File: config.mk
export PLATFORM = sky130hd
export DESIGN_NAME = tbwl_back
export DESIGN_NICKNAME = d
export VERILOG_FILES = /design/src/hw/rtl/tbwl_pkg.sv /design/src/hw/rtl/tbwl_back.sv
export SDC_FILE = /design/constraint.sdc
export NUM_CORES = 1
export LEC_CHECK = 0
export ABC_AREA = 1
export BUFFER_PORTS_ARGS = -buffer_cell sky130_fd_sc_hd__buf_2
export CORE_ASPECT_RATIO = 0.8
export CORE_UTILIZATION = 50
export DETAILED_ROUTE_END_ITERATION = 8
export PLACE_DENSITY = 0.71
export SLEW_MARGIN = 10
export SYNTH_ARGS = -nofsm -noshare
export SYNTH_HDL_FRONTEND = slang
export SYNTH_SLANG_ARGS = --single-unit
File: constraint.sdc
create_clock -name clk -period 24.9 [get_ports clk]
set_input_delay 1.245 -clock clk [delete_from_list [all_inputs] [get_ports clk]]
set_output_delay 1.245 -clock clk [all_outputs]
set_load 0.01 [all_outputs]
File: src/hw/rtl/tbwl_pkg.sv
`timescale 1ns / 1ps
package tbwl_pkg;

  localparam int TIME_W      = 32;
  localparam int FRAC_BITS   = 16;
  localparam int STAT_W      = 32;
  localparam int PERMIT_W    = 16;
  localparam int RATE_W      = 32;
  localparam int BURST_W     = 16;
  localparam int LEN_W       = 16;
  localparam int LEVEL_W     = BURST_W + FRAC_BITS;
  localparam int CFG_DATA_W  = 32;
  localparam int CFG_IDX_W   = 2;

  localparam int QUEUE_DEPTH = 16;
  localparam int QPTR_W      = 4;
  localparam int QCNT_W      = 5;
  localparam int PIPE_STAGES = 8;
  localparam int PIPE_CNT_W  = 4;

  // floor(x / 1000) == (x * RECIP_1000) >> RECIP_SHIFT for every x < 2^42
  localparam logic [42:0] RECIP_1000  = 43'd4503599627371;
  localparam int          RECIP_SHIFT = 52;

  localparam logic [RATE_W-1:0]  RATE_RESET    = 32'h0001_0000;
  localparam logic [BURST_W-1:0] BURST_RESET   = 16'd1;
  localparam logic [LEN_W-1:0]   WIN_LEN_RESET = 16'd1000;
  localparam logic [LEVEL_W-1:0] LEVEL_RESET   = {BURST_RESET, {FRAC_BITS{1'b0}}};

  typedef enum logic {
    MODE_BUCKET = 1'b0,
    MODE_WINDOW = 1'b1
  } tbwl_mode_t;

  typedef enum logic [CFG_IDX_W-1:0] {
    REG_MODE    = 2'd0,
    REG_RATE    = 2'd1,
    REG_BURST   = 2'd2,
    REG_WIN_LEN = 2'd3
  } tbwl_reg_t;

  typedef struct packed {
    tbwl_mode_t         mode;
    logic [RATE_W-1:0]  rate;
    logic [BURST_W-1:0] burst;
    logic [LEN_W-1:0]   win_len;
  } tbwl_cfg_t;

  typedef struct packed {
    logic [TIME_W-1:0]   now;
    logic [PERMIT_W-1:0] permits;
  } tbwl_tag_t;

  typedef struct packed {
    tbwl_tag_t          tag;
    logic [LEVEL_W-1:0] gain;
  } tbwl_work_t;

endpackage

File: src/hw/rtl/tbwl_back.sv
`timescale 1ns / 1ps
module tbwl_back import tbwl_pkg::*; (
  input  logic               clk,
  input  logic               rst_n,
  input  tbwl_cfg_t          cfg,
  input  logic               clamp,
  input  logic               q_empty,
  input  tbwl_work_t         q_rdata,
  output logic               q_rd,
  output logic               empty,
  input  logic               pop,
  output logic               granted,
  output logic [31:0]        available_q16,
  output logic [31:0]        accept_total,
  output logic [31:0]        reject_total
);

  logic                  take;
  logic [PERMIT_W-1:0]   perm;
  logic                  nz;
  logic [LEVEL_W-1:0]    cap;
  logic [LEVEL_W:0]      lvl_sum;
  logic [LEVEL_W-1:0]    lvl_fill;
  logic [LEVEL_W-1:0]    need;
  logic                  ok_tb;
  logic [PERMIT_W-1:0]   lim;
  logic [TIME_W-1:0]     w_gap;
  logic                  expired;
  logic [PERMIT_W-1:0]   used_base;
  logic [PERMIT_W:0]     used_sum;
  logic                  ok_win;
  logic                  ok;
  logic [PERMIT_W-1:0]   left;
  logic [LEVEL_W-1:0]    avail;

  logic [LEVEL_W-1:0]    level_r, level_nxt;
  logic [TIME_W-1:0]     win_start_r, win_start_nxt;
  logic [PERMIT_W-1:0]   win_used_r, win_used_nxt;
  logic [STAT_W-1:0]     acc_r, acc_nxt;
  logic [STAT_W-1:0]     rej_r, rej_nxt;
  logic                  out_valid_r, out_valid_nxt;
  logic                  gnt_r;
  logic [LEVEL_W-1:0]    avail_r;

  assign take = !q_empty && (!out_valid_r || pop);
  assign q_rd = take;

  always_comb begin
    perm      = q_rdata.tag.permits;
    nz        = (perm != '0);
    cap       = {cfg.burst, {FRAC_BITS{1'b0}}};

    // bucket: refill with saturation, then take the permits if they fit
    lvl_sum   = {1'b0, level_r} + {1'b0, q_rdata.gain};
    lvl_fill  = (lvl_sum > {1'b0, cap}) ? cap : lvl_sum[LEVEL_W-1:0];
    need      = {perm, {FRAC_BITS{1'b0}}};
    ok_tb     = (lvl_fill >= need);

    // window: restart on expiry, limit is the integer part of the rate
    lim       = cfg.rate[RATE_W-1:FRAC_BITS];
    w_gap     = q_rdata.tag.now - win_start_r;
    expired   = (w_gap >= TIME_W'(cfg.win_len));
    used_base = expired ? '0 : win_used_r;
    used_sum  = {1'b0, used_base} + {1'b0, perm};
    ok_win    = (used_sum <= {1'b0, lim});

    ok = !nz || ((cfg.mode == MODE_WINDOW) ? ok_win : ok_tb);
  end

  always_comb begin
    level_nxt     = level_r;
    win_start_nxt = win_start_r;
    win_used_nxt  = win_used_r;
    acc_nxt       = acc_r;
    rej_nxt       = rej_r;
    if (clamp && (level_r > cap)) begin
      level_nxt = cap;
    end
    if (take && nz) begin
      if (cfg.mode == MODE_WINDOW) begin
        if (expired) begin
          win_start_nxt = q_rdata.tag.now;
        end
        win_used_nxt = ok_win ? used_sum[PERMIT_W-1:0] : used_base;
      end else begin
        level_nxt = ok_tb ? (lvl_fill - need) : lvl_fill;
      end
      if (ok) begin
        acc_nxt = acc_r + 1'b1;
      end else begin
        rej_nxt = rej_r + 1'b1;
      end
    end
  end

  always_comb begin
    left  = (win_used_nxt >= lim) ? '0 : (lim - win_used_nxt);
    avail = (cfg.mode == MODE_WINDOW) ? {left, {FRAC_BITS{1'b0}}} : level_nxt;
    if (take) begin
      out_valid_nxt = 1'b1;
    end else if (pop) begin
      out_valid_nxt = 1'b0;
    end else begin
      out_valid_nxt = out_valid_r;
    end
  end

  always_ff @(posedge clk) begin
    if (!rst_n) begin
      level_r     <= LEVEL_RESET;
      win_start_r <= '0;
      win_used_r  <= '0;
      acc_r       <= '0;
      rej_r       <= '0;
      out_valid_r <= 1'b0;
    end else begin
      level_r     <= level_nxt;
      win_start_r <= win_start_nxt;
      win_used_r  <= win_used_nxt;
      acc_r       <= acc_nxt;
      rej_r       <= rej_nxt;
      out_valid_r <= out_valid_nxt;
    end
  end

  always_ff @(posedge clk) begin
    if (take) begin
      gnt_r   <= ok;
      avail_r <= avail;
    end
  end

  // totals only move when a new word is loaded, so they track the output word
  assign empty         = !out_valid_r;
  assign granted       = gnt_r;
  assign available_q16 = avail_r;
  assign accept_total  = acc_r;
  assign reject_total  = rej_r;

endmodule

# Word level (Yosys, flattened, before mapping)
# Cells that the tools add are included.
# totals
reg_bits	178
inputBits	150
out_inout_bits	99
wordCells	50
# op_classes
addsub	7
n_lt_le_gt_ge	6
mux	14
n_bitwise	1
n_reduce_logical	13
# ops
op	count
$mux W32	6
$mux W16	5
$add A32 B1 Y32 const B	2
$sub A32 B32 Y32	2
$add A32 B32 Y33	1
$gt A33 B32 Y1	1
$ge A32 B16 Y1	1
$ge A32 B32 Y1	1
$gt A32 B32 Y1	1
$add A16 B16 Y17	1
$le A17 B16 Y1	1
$ge A16 B16 Y1	1
$reduce_bool A16 Y1	1
$sub A16 B16 Y16	1
$reduce_and A2 Y1	2
$logic_and A1 B1 Y1	3
$logic_not A1 Y1	3
$mux W1	3
$reduce_and A3 Y1	1
$logic_or A1 B1 Y1	2
$reduce_bool A2 Y1	1
$not A1 Y1	1

# Depth between registers and ports, before layout
# Gate-level depths: netlist of run 1.
# logic_depth
ltp_word	11
ltp_mapped	66
mapped_depth_nobuf	64

# Least setup slack after synthesis of run 1
# Ideal clock, no wire load.
# synth_path
path_type	input-to-reg
startpoint	input q_rdata[48] (netlist bit)
endpoint	register avail_r[23] (netlist: available_q16[23]), data pin
setup_time_ns	0.132
arrival_ns	9.496
path_slack_ns	15.272
cell_stages	58
path_buffers	3
path_cell_list	inv_1 > ha_1 > fa_1 > o21ai_2 > a21oi_1 > o21ai_1 > xor2_1 > ha_1 > nand2_1 > o21ai_0 > nand3b_1 > nor2_1 > nand2_1 > nor2_1 > nand3_1 > nor2_1 > nand3_1 > a21oi_1 > [22 not listed] > nand2_2 > inv_1 > clkbuf_1 > o21ai_0 > nand2_1 > nand2_1 > ha_1 > fa_1 > o21ai_1 > a21oi_1 > o21ai_1 > inv_1 > o21ai_1 > a221oi_1 > a311oi_2 > clkbuf_1 > nand3_1 > nand2_1
# synth_between
elab_chain_len	11
# synth_rtl
item	line	text
from (decl)	tbwl_back.sv:8	input tbwl_work_t q_rdata,
$sub A32 B32 Y32 *	tbwl_back.sv:61	w_gap = q_rdata.tag.now - win_start_r;
$ge A32 B16 Y1 *	tbwl_back.sv:62	expired = (w_gap >= TIME_W'(cfg.win_len));
$mux W16 *	tbwl_back.sv:63	used_base = expired ? '0 : win_used_r;
$add A16 B16 Y17	tbwl_back.sv:64	used_sum = {1'b0, used_base} + {1'b0, perm};
$le A17 B16 Y1	tbwl_back.sv:65	ok_win = (used_sum <= {1'b0, lim});
$mux W16 *	tbwl_back.sv:84	win_used_nxt = ok_win ? used_sum[PERMIT_W-1:0] : used_base;
$mux W16 *	tbwl_back.sv:80	if (cfg.mode == MODE_WINDOW) begin
$mux W16 *	tbwl_back.sv:79	if (take && nz) begin
named net win_used_nxt[0]	tbwl_back.sv:38	logic [PERMIT_W-1:0] win_used_r, win_used_nxt;
$sub A16 B16 Y16 / $ge A16 B16 Y1 (equally long branches)	tbwl_back.sv:97	left = (win_used_nxt >= lim) ? '0 : (lim - win_used_nxt);
$mux W16 *	tbwl_back.sv:97	
$mux W32 *	tbwl_back.sv:98	avail = (cfg.mode == MODE_WINDOW) ? {left, {FRAC_BITS{1'b0}}} : level_nxt;
named net avail[23]	tbwl_back.sv:34	logic [LEVEL_W-1:0] avail;
to (signal assigned)	tbwl_back.sv:129	avail_r <= avail;
to (decl)	tbwl_back.sv:43	logic [LEVEL_W-1:0] avail_r;
# The timed path passes the listed nets; every way through them passes the cells marked *.
# A chain may end at the register's enable or synchronous reset.

# Final worst setup path of run 1
# layout_path
startpoint	input q_rdata[48] (netlist bit)
endpoint	register avail_r[25] (netlist: available_q16[25]), data pin
# Same word-level chain as after synthesis.

==> impl_results.rst, run 1 <==
.. list-table::
   :header-rows: 1

   * - Metric
     - Value
   * - Outcome
     - completed
   * - Drt total wl
     - 53000 um
   * - Flip-flop and latch count after synthesis
     - 178
   * - Clock tree from TritonCTS
     - done
   * - Total of warnings raised by yosys
     - 0
   * - Static power due to leakage
     - 9.18 nW
   * - Yosys top cell by area
     - dfxtp_1
   * - # hold bufs at CTS
     - 0
   * - Via total after detailed routing
     - 18100
   * - Overall die width
     - 209 um
   * - Clock sink count
     - 178
   * - Worst reg-to-reg path cell count
     - 57
   * - Total of endpoints with negative setup slack in the final report
     - 0
   * - CP Data Arrival Time
     - 12320 ps
   * - Max rail drop VDD
     - 0.0467 mV
   * - Ratio of final minimum period to clock period
     - 48.2%
   * - Worst Setup Start Kind
     - input pin
   * - Area grow syn2layout
     - 11.9%
   * - Top cell type's share of synthesized area
     - 16.9%
   * - Number of global-route vias before repair
     - 16400
   * - Crit-path most repeated cell
     - nand2_1
   * - Average routed wire per standard cell
     - 16.3 um
   * - Clock-pin slew of the registers on the worst-case setup and hold paths
     - 70 ps
   * - GPL Wtd Cong
     - 0.942
   * - Total iterations of the first detailed-routing run
     - 6
   * - Sequential-to-total area share from yosys stat
     - 22.7%
   * - Clock insertion delay at the later pin of the skew report
     - 460 ps
   * - Total of buffers placed on input and output ports
     - 232
   * - Post-CTS Repair Setup Buffers
     - 0
   * - Capture point of the worst reg-to-reg path
     - available_q16[25]$_DFFE_PP_
   * - Detailed-route vias per instance
     - 5.56
   * - Cell row count
     - 60
   * - Post-cts gate resize count
     - 0
   * - Register area
     - 3890 um2
   * - Root buf cell
     - clkbuf_16
   * - Distinct cells, synth
     - 58
   * - Power density of the placed cells
     - 62.9 nW/um2
   * - Io pins
     - 249
   * - Count of maximum capacitance violations
     - 0
   * - Worst hold-check slack
     - 456 ps
   * - Number of instances in the synthesized netlist
     - 2617
   * - Number of antenna violations at the first check in global routing
     - 3
   * - Hold Path End
     - win_start_r[24]$_SDFFE_PN0P_
   * - Origin of the worst min-delay path
     - win_start_r[24]$_SDFFE_PN0P_
   * - Die area
     - 35100 um2
   * - Startpoint of the worst register-to-register path
     - win_start_r[7]$_SDFFE_PN0P_
   * - Drt drc
     - 0
   * - Setup repair after global routing missed its margin
     - false
   * - Pin count of the biggest net entering global routing
     - 67
   * - Initial DRC Count
     - 1446
   * - TritonCTS Buffers
     - 17
   * - Fin. max-slew vios
     - 0
   * - Asr flop ratio synth
     - 0%
   * - Main flop type after synthesis
     - dfxtp_1
   * - Chip Height
     - 168 um
   * - Ratio of cells with drive above 1 in the final layout
     - 12.6%
   * - Synth Cell Area
     - 17200 um2
   * - Number of nets in the synthesized netlist
     - 2950
   * - Count of nets after finishing
     - 3136
   * - First-pass GRT wire length
     - 85200 um
   * - Estimated wirelength of the detail-placed design
     - 42200 um
   * - Filler instances
     - 3356
   * - CTS Buffer Depth
     - 2
   * - Number of enable-type register cells in the synthesized netlist
     - 33
   * - Std-Cell Core Area
     - 33700 um2
   * - Sum of negative setup slack
     - 0 ps
   * - Leading post-synthesis cells by cell area
     - dfxtp_1 17%, nand2_1 13%, ha_1 13%, inv_1 7.5%, a21oi_1 6.7%
   * - Cell at the slowest stage of the critical path
     - a311oi_2
   * - Number of antenna-violating nets in the routed design
     - 0
   * - Maximum fanout count along the critical path
     - 24
   * - Tightest Hold Check Type
     - reg2reg
   * - Time the worst path needs with I/O delays and setup
     - 12010 ps
   * - Required @ worst endpoint
     - 25210 ps
   * - Post-Syn Area per Cell
     - 6.55 um2
   * - Worst slew slack as a fraction of its limit
     - 23.7%
   * - Remaining Overflow, GRT
     - 0
   * - Most used standard cell by instance count after synthesis
     - nand2_1
   * - Register-to-register setup slack
     - 13440 ps
   * - Critical path endpoint category
     - flop
   * - Actual transition at the worst max-transition pin
     - 1140 ps
   * - Highest cell delay on the worst timing path
     - 850 ps
   * - Cell depth of the worst hold path
     - 2
   * - Multi-input combinational cell area
     - 11600 um2
   * - List of most frequent post-synthesis cells
     - 611 x nand2_1, 341 x inv_1, 242 x nor2_1
   * - All-layer global routing usage
     - 30.2%
   * - Critical path type
     - in2reg
   * - Maximum level of the CTS H-tree
     - 4
   * - Count of endpoints failing hold in the final timing report
     - 0
   * - Starting Density
     - 50.9%
   * - Worst Skew
     - 11.4 ps
   * - Peak clock frequency supported by timing
     - 83.2 MHz
==> registers in the layout, indices dropped and copies added (netlist names) <==
register	cells
accept_total	32
level_r	32
win_start_r	32
win_used_r	16
available_q16	32
reject_total	32
out_valid_r	1
granted	1
==> critical path, delay by kind of cell <==
kind            cells  cell delay (ps)
compound gates     18             4090
simple gates       24             3440
fa+ha+maj           7             2190
buf+inv             5              880
xor+xnor            2              390
==> kinds of logic (layout without fill, tap and decap cells) <==
kind of cell / Yosys count / in the layout / synth area share (%)
compound gates: 489 / 489 / 16.7
xor+xnor: 126 / 126 / 6.43
fa+ha+maj: 183 / 183 / 13.6
buf+inv: 421 / 620 / 9.62
flops: 178 / 178 / 22.7
other cells: 0 / 3 / 0
simple gates: 1220 / 1220 / 31.0
==> report_power, final <==
part | switching [mW] | leakage, nW | internal, mW
sequential | 0.0129 | 1.51 | 0.316
combinational | 0.393 | 7.37 | 0.202
clock | 0.130 | 0.300 | 0.155
total | 0.536 | 9.18 | 0.672
==> area by class of cell <==
cell class                      count  area share (%)
Multi-Input combinational cell   2018            60.6
Sequential cell                   178            20.3
Inverter                          349            6.84
Timing Repair Buffer              239            6.32
Tap cell                          434            2.83
Clock buffer                       22            2.58
Clock inverter                     10           0.567
Antenna cell                        3          0.0391
==> per-stage QoR <==
stage,power (mW),util [%],cells,setup slack [ps],area (um2)
after floorplan,0.779,-,2617,15270,17200
after global placement,0.905,55.2,3218,12890,18600
after detailed placement,0.916,55.2,3218,12740,18600
after CTS,1.20,56.9,3250,13160,19200
after global routing,1.30,57.0,3253,12060,19200
final,1.21,57.0,3253,12890,19200
==> cell usage in the layout (no fill, tap or decap), types with 58 or more instances in the layout <==
master	synthesis	final
a21oi_1	228	227
buf_2	20	232
dfxtp_1	145	145
ha_1	178	178
inv_1	341	341
nand2_1	611	611
nand3_1	146	146
nand4_1	58	58
nor2_1	242	241
nor3_1	76	76
o21ai_0	111	111
xor2_1	93	93
==> worst max path at each step <==
stage / from / slack [ps] / to
2_1_floorplan: q_rdata[48] / 15270 / available_q16[23]$_DFFE_PP_
3_3_place_gp: q_rdata[57] / 12890 / available_q16[26]$_DFFE_PP_
3_5_place_dp: q_rdata[48] / 12740 / available_q16[26]$_DFFE_PP_
4_1_cts: q_rdata[48] / 13160 / available_q16[26]$_DFFE_PP_
5_1_grt: q_rdata[48] / 12060 / available_q16[23]$_DFFE_PP_
6_report: q_rdata[48] / 12890 / available_q16[25]$_DFFE_PP_
==> layer usage <==
metal	vias to the layer above	global-route usage [%]	wire (um)
met5	-	0	0
met1	8311	45.5	26900
met4	0	7.80	986
li1	9122	-	-
met3	69	3.98	3270
met2	590	44.7	21900
Power figures use the tool's default switching activity.
==> run 2, diff against run 1 <==
--- a/config.mk
+++ b/config.mk
@@ -5,12 +5,12 @@
 export SDC_FILE = /design/constraint.sdc
 export NUM_CORES = 1
 export LEC_CHECK = 0
-export ABC_AREA = 1
+export ABC_AREA = 0
 export BUFFER_PORTS_ARGS = -buffer_cell sky130_fd_sc_hd__buf_2
 export CORE_ASPECT_RATIO = 0.8
 export CORE_UTILIZATION = 50
 export DETAILED_ROUTE_END_ITERATION = 8
-export PLACE_DENSITY = 0.71
+export PLACE_DENSITY = 0.72
 export SLEW_MARGIN = 10
 export SYNTH_ARGS = -nofsm -noshare
 export SYNTH_HDL_FRONTEND = slang
==> constraint.sdc (replaced) <==
create_clock -name clk -period 11.5 [get_ports clk]
set_input_delay 0.575 -clock clk [delete_from_list [all_inputs] [get_ports clk]]
set_output_delay 0.575 -clock clk [all_outputs]
set_load 0.01 [all_outputs]
==> run 2 against run 1 <==
Effect of this change: clock skew rose by 7.5 ps; count of clock-buffer cells in the layout decreased by 5; utilization up 1.3 points; non-clock buffer count rose by 20; largest cell class unchanged; highest routed layer is now met5; wire length down 7.1%; design area decreased by 4.5%; global-route usage down 0.71 points.
==> impl_results.rst, run 2 <==
.. list-table::
   :header-rows: 1

   * - Metric
     - Value
   * - Top cell type's share of synthesized area
     - 18.1%
   * - Worst Setup Start Kind
     - flop
   * - All-layer global routing usage
     - 29.5%
   * - Asr flop ratio synth
     - 0%
   * - Gate power share
     - 48.4%
   * - Power dissipated by switching net loads
     - 1.12 mW
   * - Starting Density
     - 51.0%
   * - Remaining Overflow, GRT
     - 0
   * - Post-layout worst setup margin
     - 737 ps
   * - Average routed wire per standard cell
     - 18.7 um
   * - Worst hold-check slack
     - 338 ps
   * - Pin count of the biggest net entering global routing
     - 112
   * - Distinct cells, synth
     - 91
   * - Most used standard cell by instance count after synthesis
     - nand2_1
   * - Maximum fanout count along the critical path
     - 7
   * - Count of nets after finishing
     - 2536
   * - Worst slew slack as a fraction of its limit
     - 20.9%
   * - Total of buffers placed on input and output ports
     - 232
   * - Leading post-synthesis cells by cell area
     - dfxtp_1 18%, ha_1 14%, edfxtp_1 6.2%, nand2_1 4.9%, a21oi_1 4.0%
   * - Power Internal
     - 1.49 mW
   * - Sw Ratio
     - 43.0%
   * - Clock sink count
     - 178
   * - Total of warnings raised by yosys
     - 0
   * - List of most frequent post-synthesis cells
     - 210 x nand2_1, 178 x ha_1, 145 x dfxtp_1, 145 x inv_1, 130 x nor2_1
   * - Tot Pwr
     - 2.62 mW
   * - Worst Skew
     - 18.9 ps
   * - Drt drc
     - 0
   * - Commonest cells after routing, fill and taps aside
     - 231 x buf_2, 210 x nand2_1, 178 x ha_1, 145 x inv_1, 145 x dfxtp_1
   * - Area grow syn2layout
     - 14.1%
   * - Highest cell delay on the worst timing path
     - 450 ps
   * - Static power due to leakage
     - 8.29 nW
   * - Cell at the slowest stage of the critical path
     - a2111oi_1
   * - Clock tree from TritonCTS
     - done
   * - Origin of the worst min-delay path
     - q_empty
   * - # hold bufs at CTS
     - 0
   * - Cell depth of the worst hold path
     - 2
   * - Startpoint of the worst register-to-register path
     - win_start_r[10]$_SDFFE_PN0P_
   * - Max rail drop VDD
     - 0.112 mV
   * - Number of enable-type register cells in the synthesized netlist
     - 33
   * - Number of antenna-violating nets in the routed design
     - 0
   * - Leading cell type in the layout, fill and taps excluded
     - buf_2
   * - Clock insertion delay at the later pin of the skew report
     - 460 ps
   * - Crit-path most repeated cell
     - ha_1
   * - Io pins
     - 249
   * - Worst reg-to-reg path cell count
     - 53
   * - Estimated wirelength of the detail-placed design
     - 38300 um
   * - Sequential-to-total area share from yosys stat
     - 24.2%
   * - GPL Wtd Cong
     - 0.944
   * - Critical path type
     - reg2reg
   * - Initial DRC Count
     - 1449
   * - Outcome
     - completed
   * - Synth Cell Area
     - 16100 um2
   * - Actual transition at the worst max-transition pin
     - 1180 ps
   * - Std-Cell Core Area
     - 31500 um2
   * - TritonCTS Buffers
     - 17
   * - Cell row count
     - 58
   * - Clock-pin slew of the registers on the worst-case setup and hold paths
     - 80 ps
   * - Post-Syn Area per Cell
     - 7.98 um2
   * - Main flop type after synthesis
     - dfxtp_1
   * - Ratio of cells with drive above 1 in the final layout
     - 16.7%
   * - Total iterations of the first detailed-routing run
     - 5
   * - Power density of the placed cells
     - 143 nW/um2
   * - Critical path endpoint category
     - flop
   * - Count of maximum capacitance violations
     - 0
   * - Detailed-route vias per instance
     - 5.98
   * - Flip-flop and latch count after synthesis
     - 178
   * - Tightest Hold Check Type
     - in2reg
   * - Die area
     - 32900 um2
   * - Time the worst path needs with I/O delays and setup
     - 10760 ps
   * - Required @ worst endpoint
     - 11790 ps
   * - First-pass GRT wire length
     - 77600 um
   * - Chip Height
     - 162 um
   * - Fin. max-slew vios
     - 0
   * - Drt total wl
     - 49200 um
   * - Overall die width
     - 202 um
   * - Number of antenna violations at the first check in global routing
     - 4
   * - Number of nets in the synthesized netlist
     - 2346
   * - Total of endpoints with negative setup slack in the final report
     - 0
   * - Pre-CTS WS
     - -22.5 ps
   * - CP Data Arrival Time
     - 11050 ps
   * - Filler instances
     - 2910
   * - Number of instances in the synthesized netlist
     - 2013
   * - Worst setup startpoint
     - win_start_r[10]$_SDFFE_PN0P_
   * - Ratio of final minimum period to clock period
     - 93.6%
   * - Core utilization of the finished layout
     - 58.2%
   * - Number of global-route vias before repair
     - 14400
   * - Yosys top cell by area
     - dfxtp_1
   * - Root buf cell
     - clkbuf_16
   * - Peak clock frequency supported by timing
     - 92.9 MHz
   * - Maximum level of the CTS H-tree
     - 4
   * - Share of total power in the clock network
     - 24.0%
   * - Share of total power in sequential cells
     - 27.6%
   * - CTS Buffer Depth
     - 2
   * - Count of endpoints failing hold in the final timing report
     - 0
   * - Via total after detailed routing
     - 15800
run 2: changes by cell type in the layout (fill, tap and decap cells not counted), sizes merged, moves of 50 or more:
cell,previous run,this run
nand2,640,210
o21ai,117,67
inv,355,154
xor2,93,26
and2,2,54
mux2i,0,51
nand3,150,66
a21oi,251,129
nor2,244,130
run 2: critical path, delay by kind of cell (launching register included):
family	cells	cell delay [ps]
compound gates	24	4640
xor+xnor	2	210
fa+ha+maj	7	2080
buf+inv	5	610
flops	1	340
simple gates	15	2720
run 2: path summary, 6_finish.rpt:
kind | slack (ps) | end
max | 740 | available_q16[23]$_DFFE_PP_
min | 340 | out_valid_r$_SDFFE_PN0P_
max reg2reg | 740 | available_q16[23]$_DFFE_PP_
min reg2reg | 460 | win_start_r[17]$_SDFFE_PN0P_
run 2: final cells by class:
cell class | count | area [um2] | area share (%)
multi-input combinational | 1600 | 11400 | 61.9
sequential | 178 | 3890 | 21.2
timing repair buffer | 259 | 1380 | 7.54
inverter | 147 | 556 | 3.03
tap | 420 | 526 | 2.87
clock buffer | 17 | 425 | 2.32
clock inverter | 15 | 200 | 1.09
antenna | 2 | 5.00 | 0.0273
run 2: repair_timing:
action	4_1_cts	5_1_grt
resized for setup	0	21
hold endpoints to repair	0	0
endpoints found under the setup margin	0	16
buffers inserted	0	4
run 2: per-layer routing:
layer | global-route usage (%) | wire [um]
met3 | 5.40 | 4290
met1 | 43.1 | 23200
met5 | 0 | 21
met2 | 45.3 | 21300
met4 | 5.06 | 386
run 2: through the flow:
| step | setup TNS [ps] | std cells | area, um2 |
|---|---|---|---|
| 2_1_floorplan | 0 | 2013 | 16100 |
| 3_3_place_gp | 0 | 2600 | 17600 |
| 3_5_place_dp | -32.8 | 2600 | 17600 |
| 4_1_cts | 0 | 2632 | 18200 |
| 5_1_grt | -84.4 | 2636 | 18300 |
| 6_report | 0 | 2638 | 18300 |
run 2: cell families (layout without fill, tap and decap cells):
group	count (synthesis)	after routing	synth area share [%]
AO/OA/AOI/OAI	548	548	23.6
XOR/XNOR	94	94	5.12
adder cells (fa/ha/maj)	183	183	14.5
buffers and inverters	235	438	5.89
flip-flops	178	178	24.2
multiplexers	65	65	4.16
other	0	2	0
AND/OR/NAND/NOR	710	710	22.5
run 2: power groups by stage:
| stage | clock network [mW] | registers (mW) | logic [mW] |
|---|---|---|---|
| finish | 0.629 | 0.722 | 1.27 |
| global route | 0.660 | 0.725 | 1.39 |
| CTS | 0.639 | 0.720 | 1.24 |
| detailed placement | 0 | 0.734 | 1.23 |
| global placement | 0 | 0.733 | 1.20 |
| floorplan | 0 | 0.729 | 0.900 |
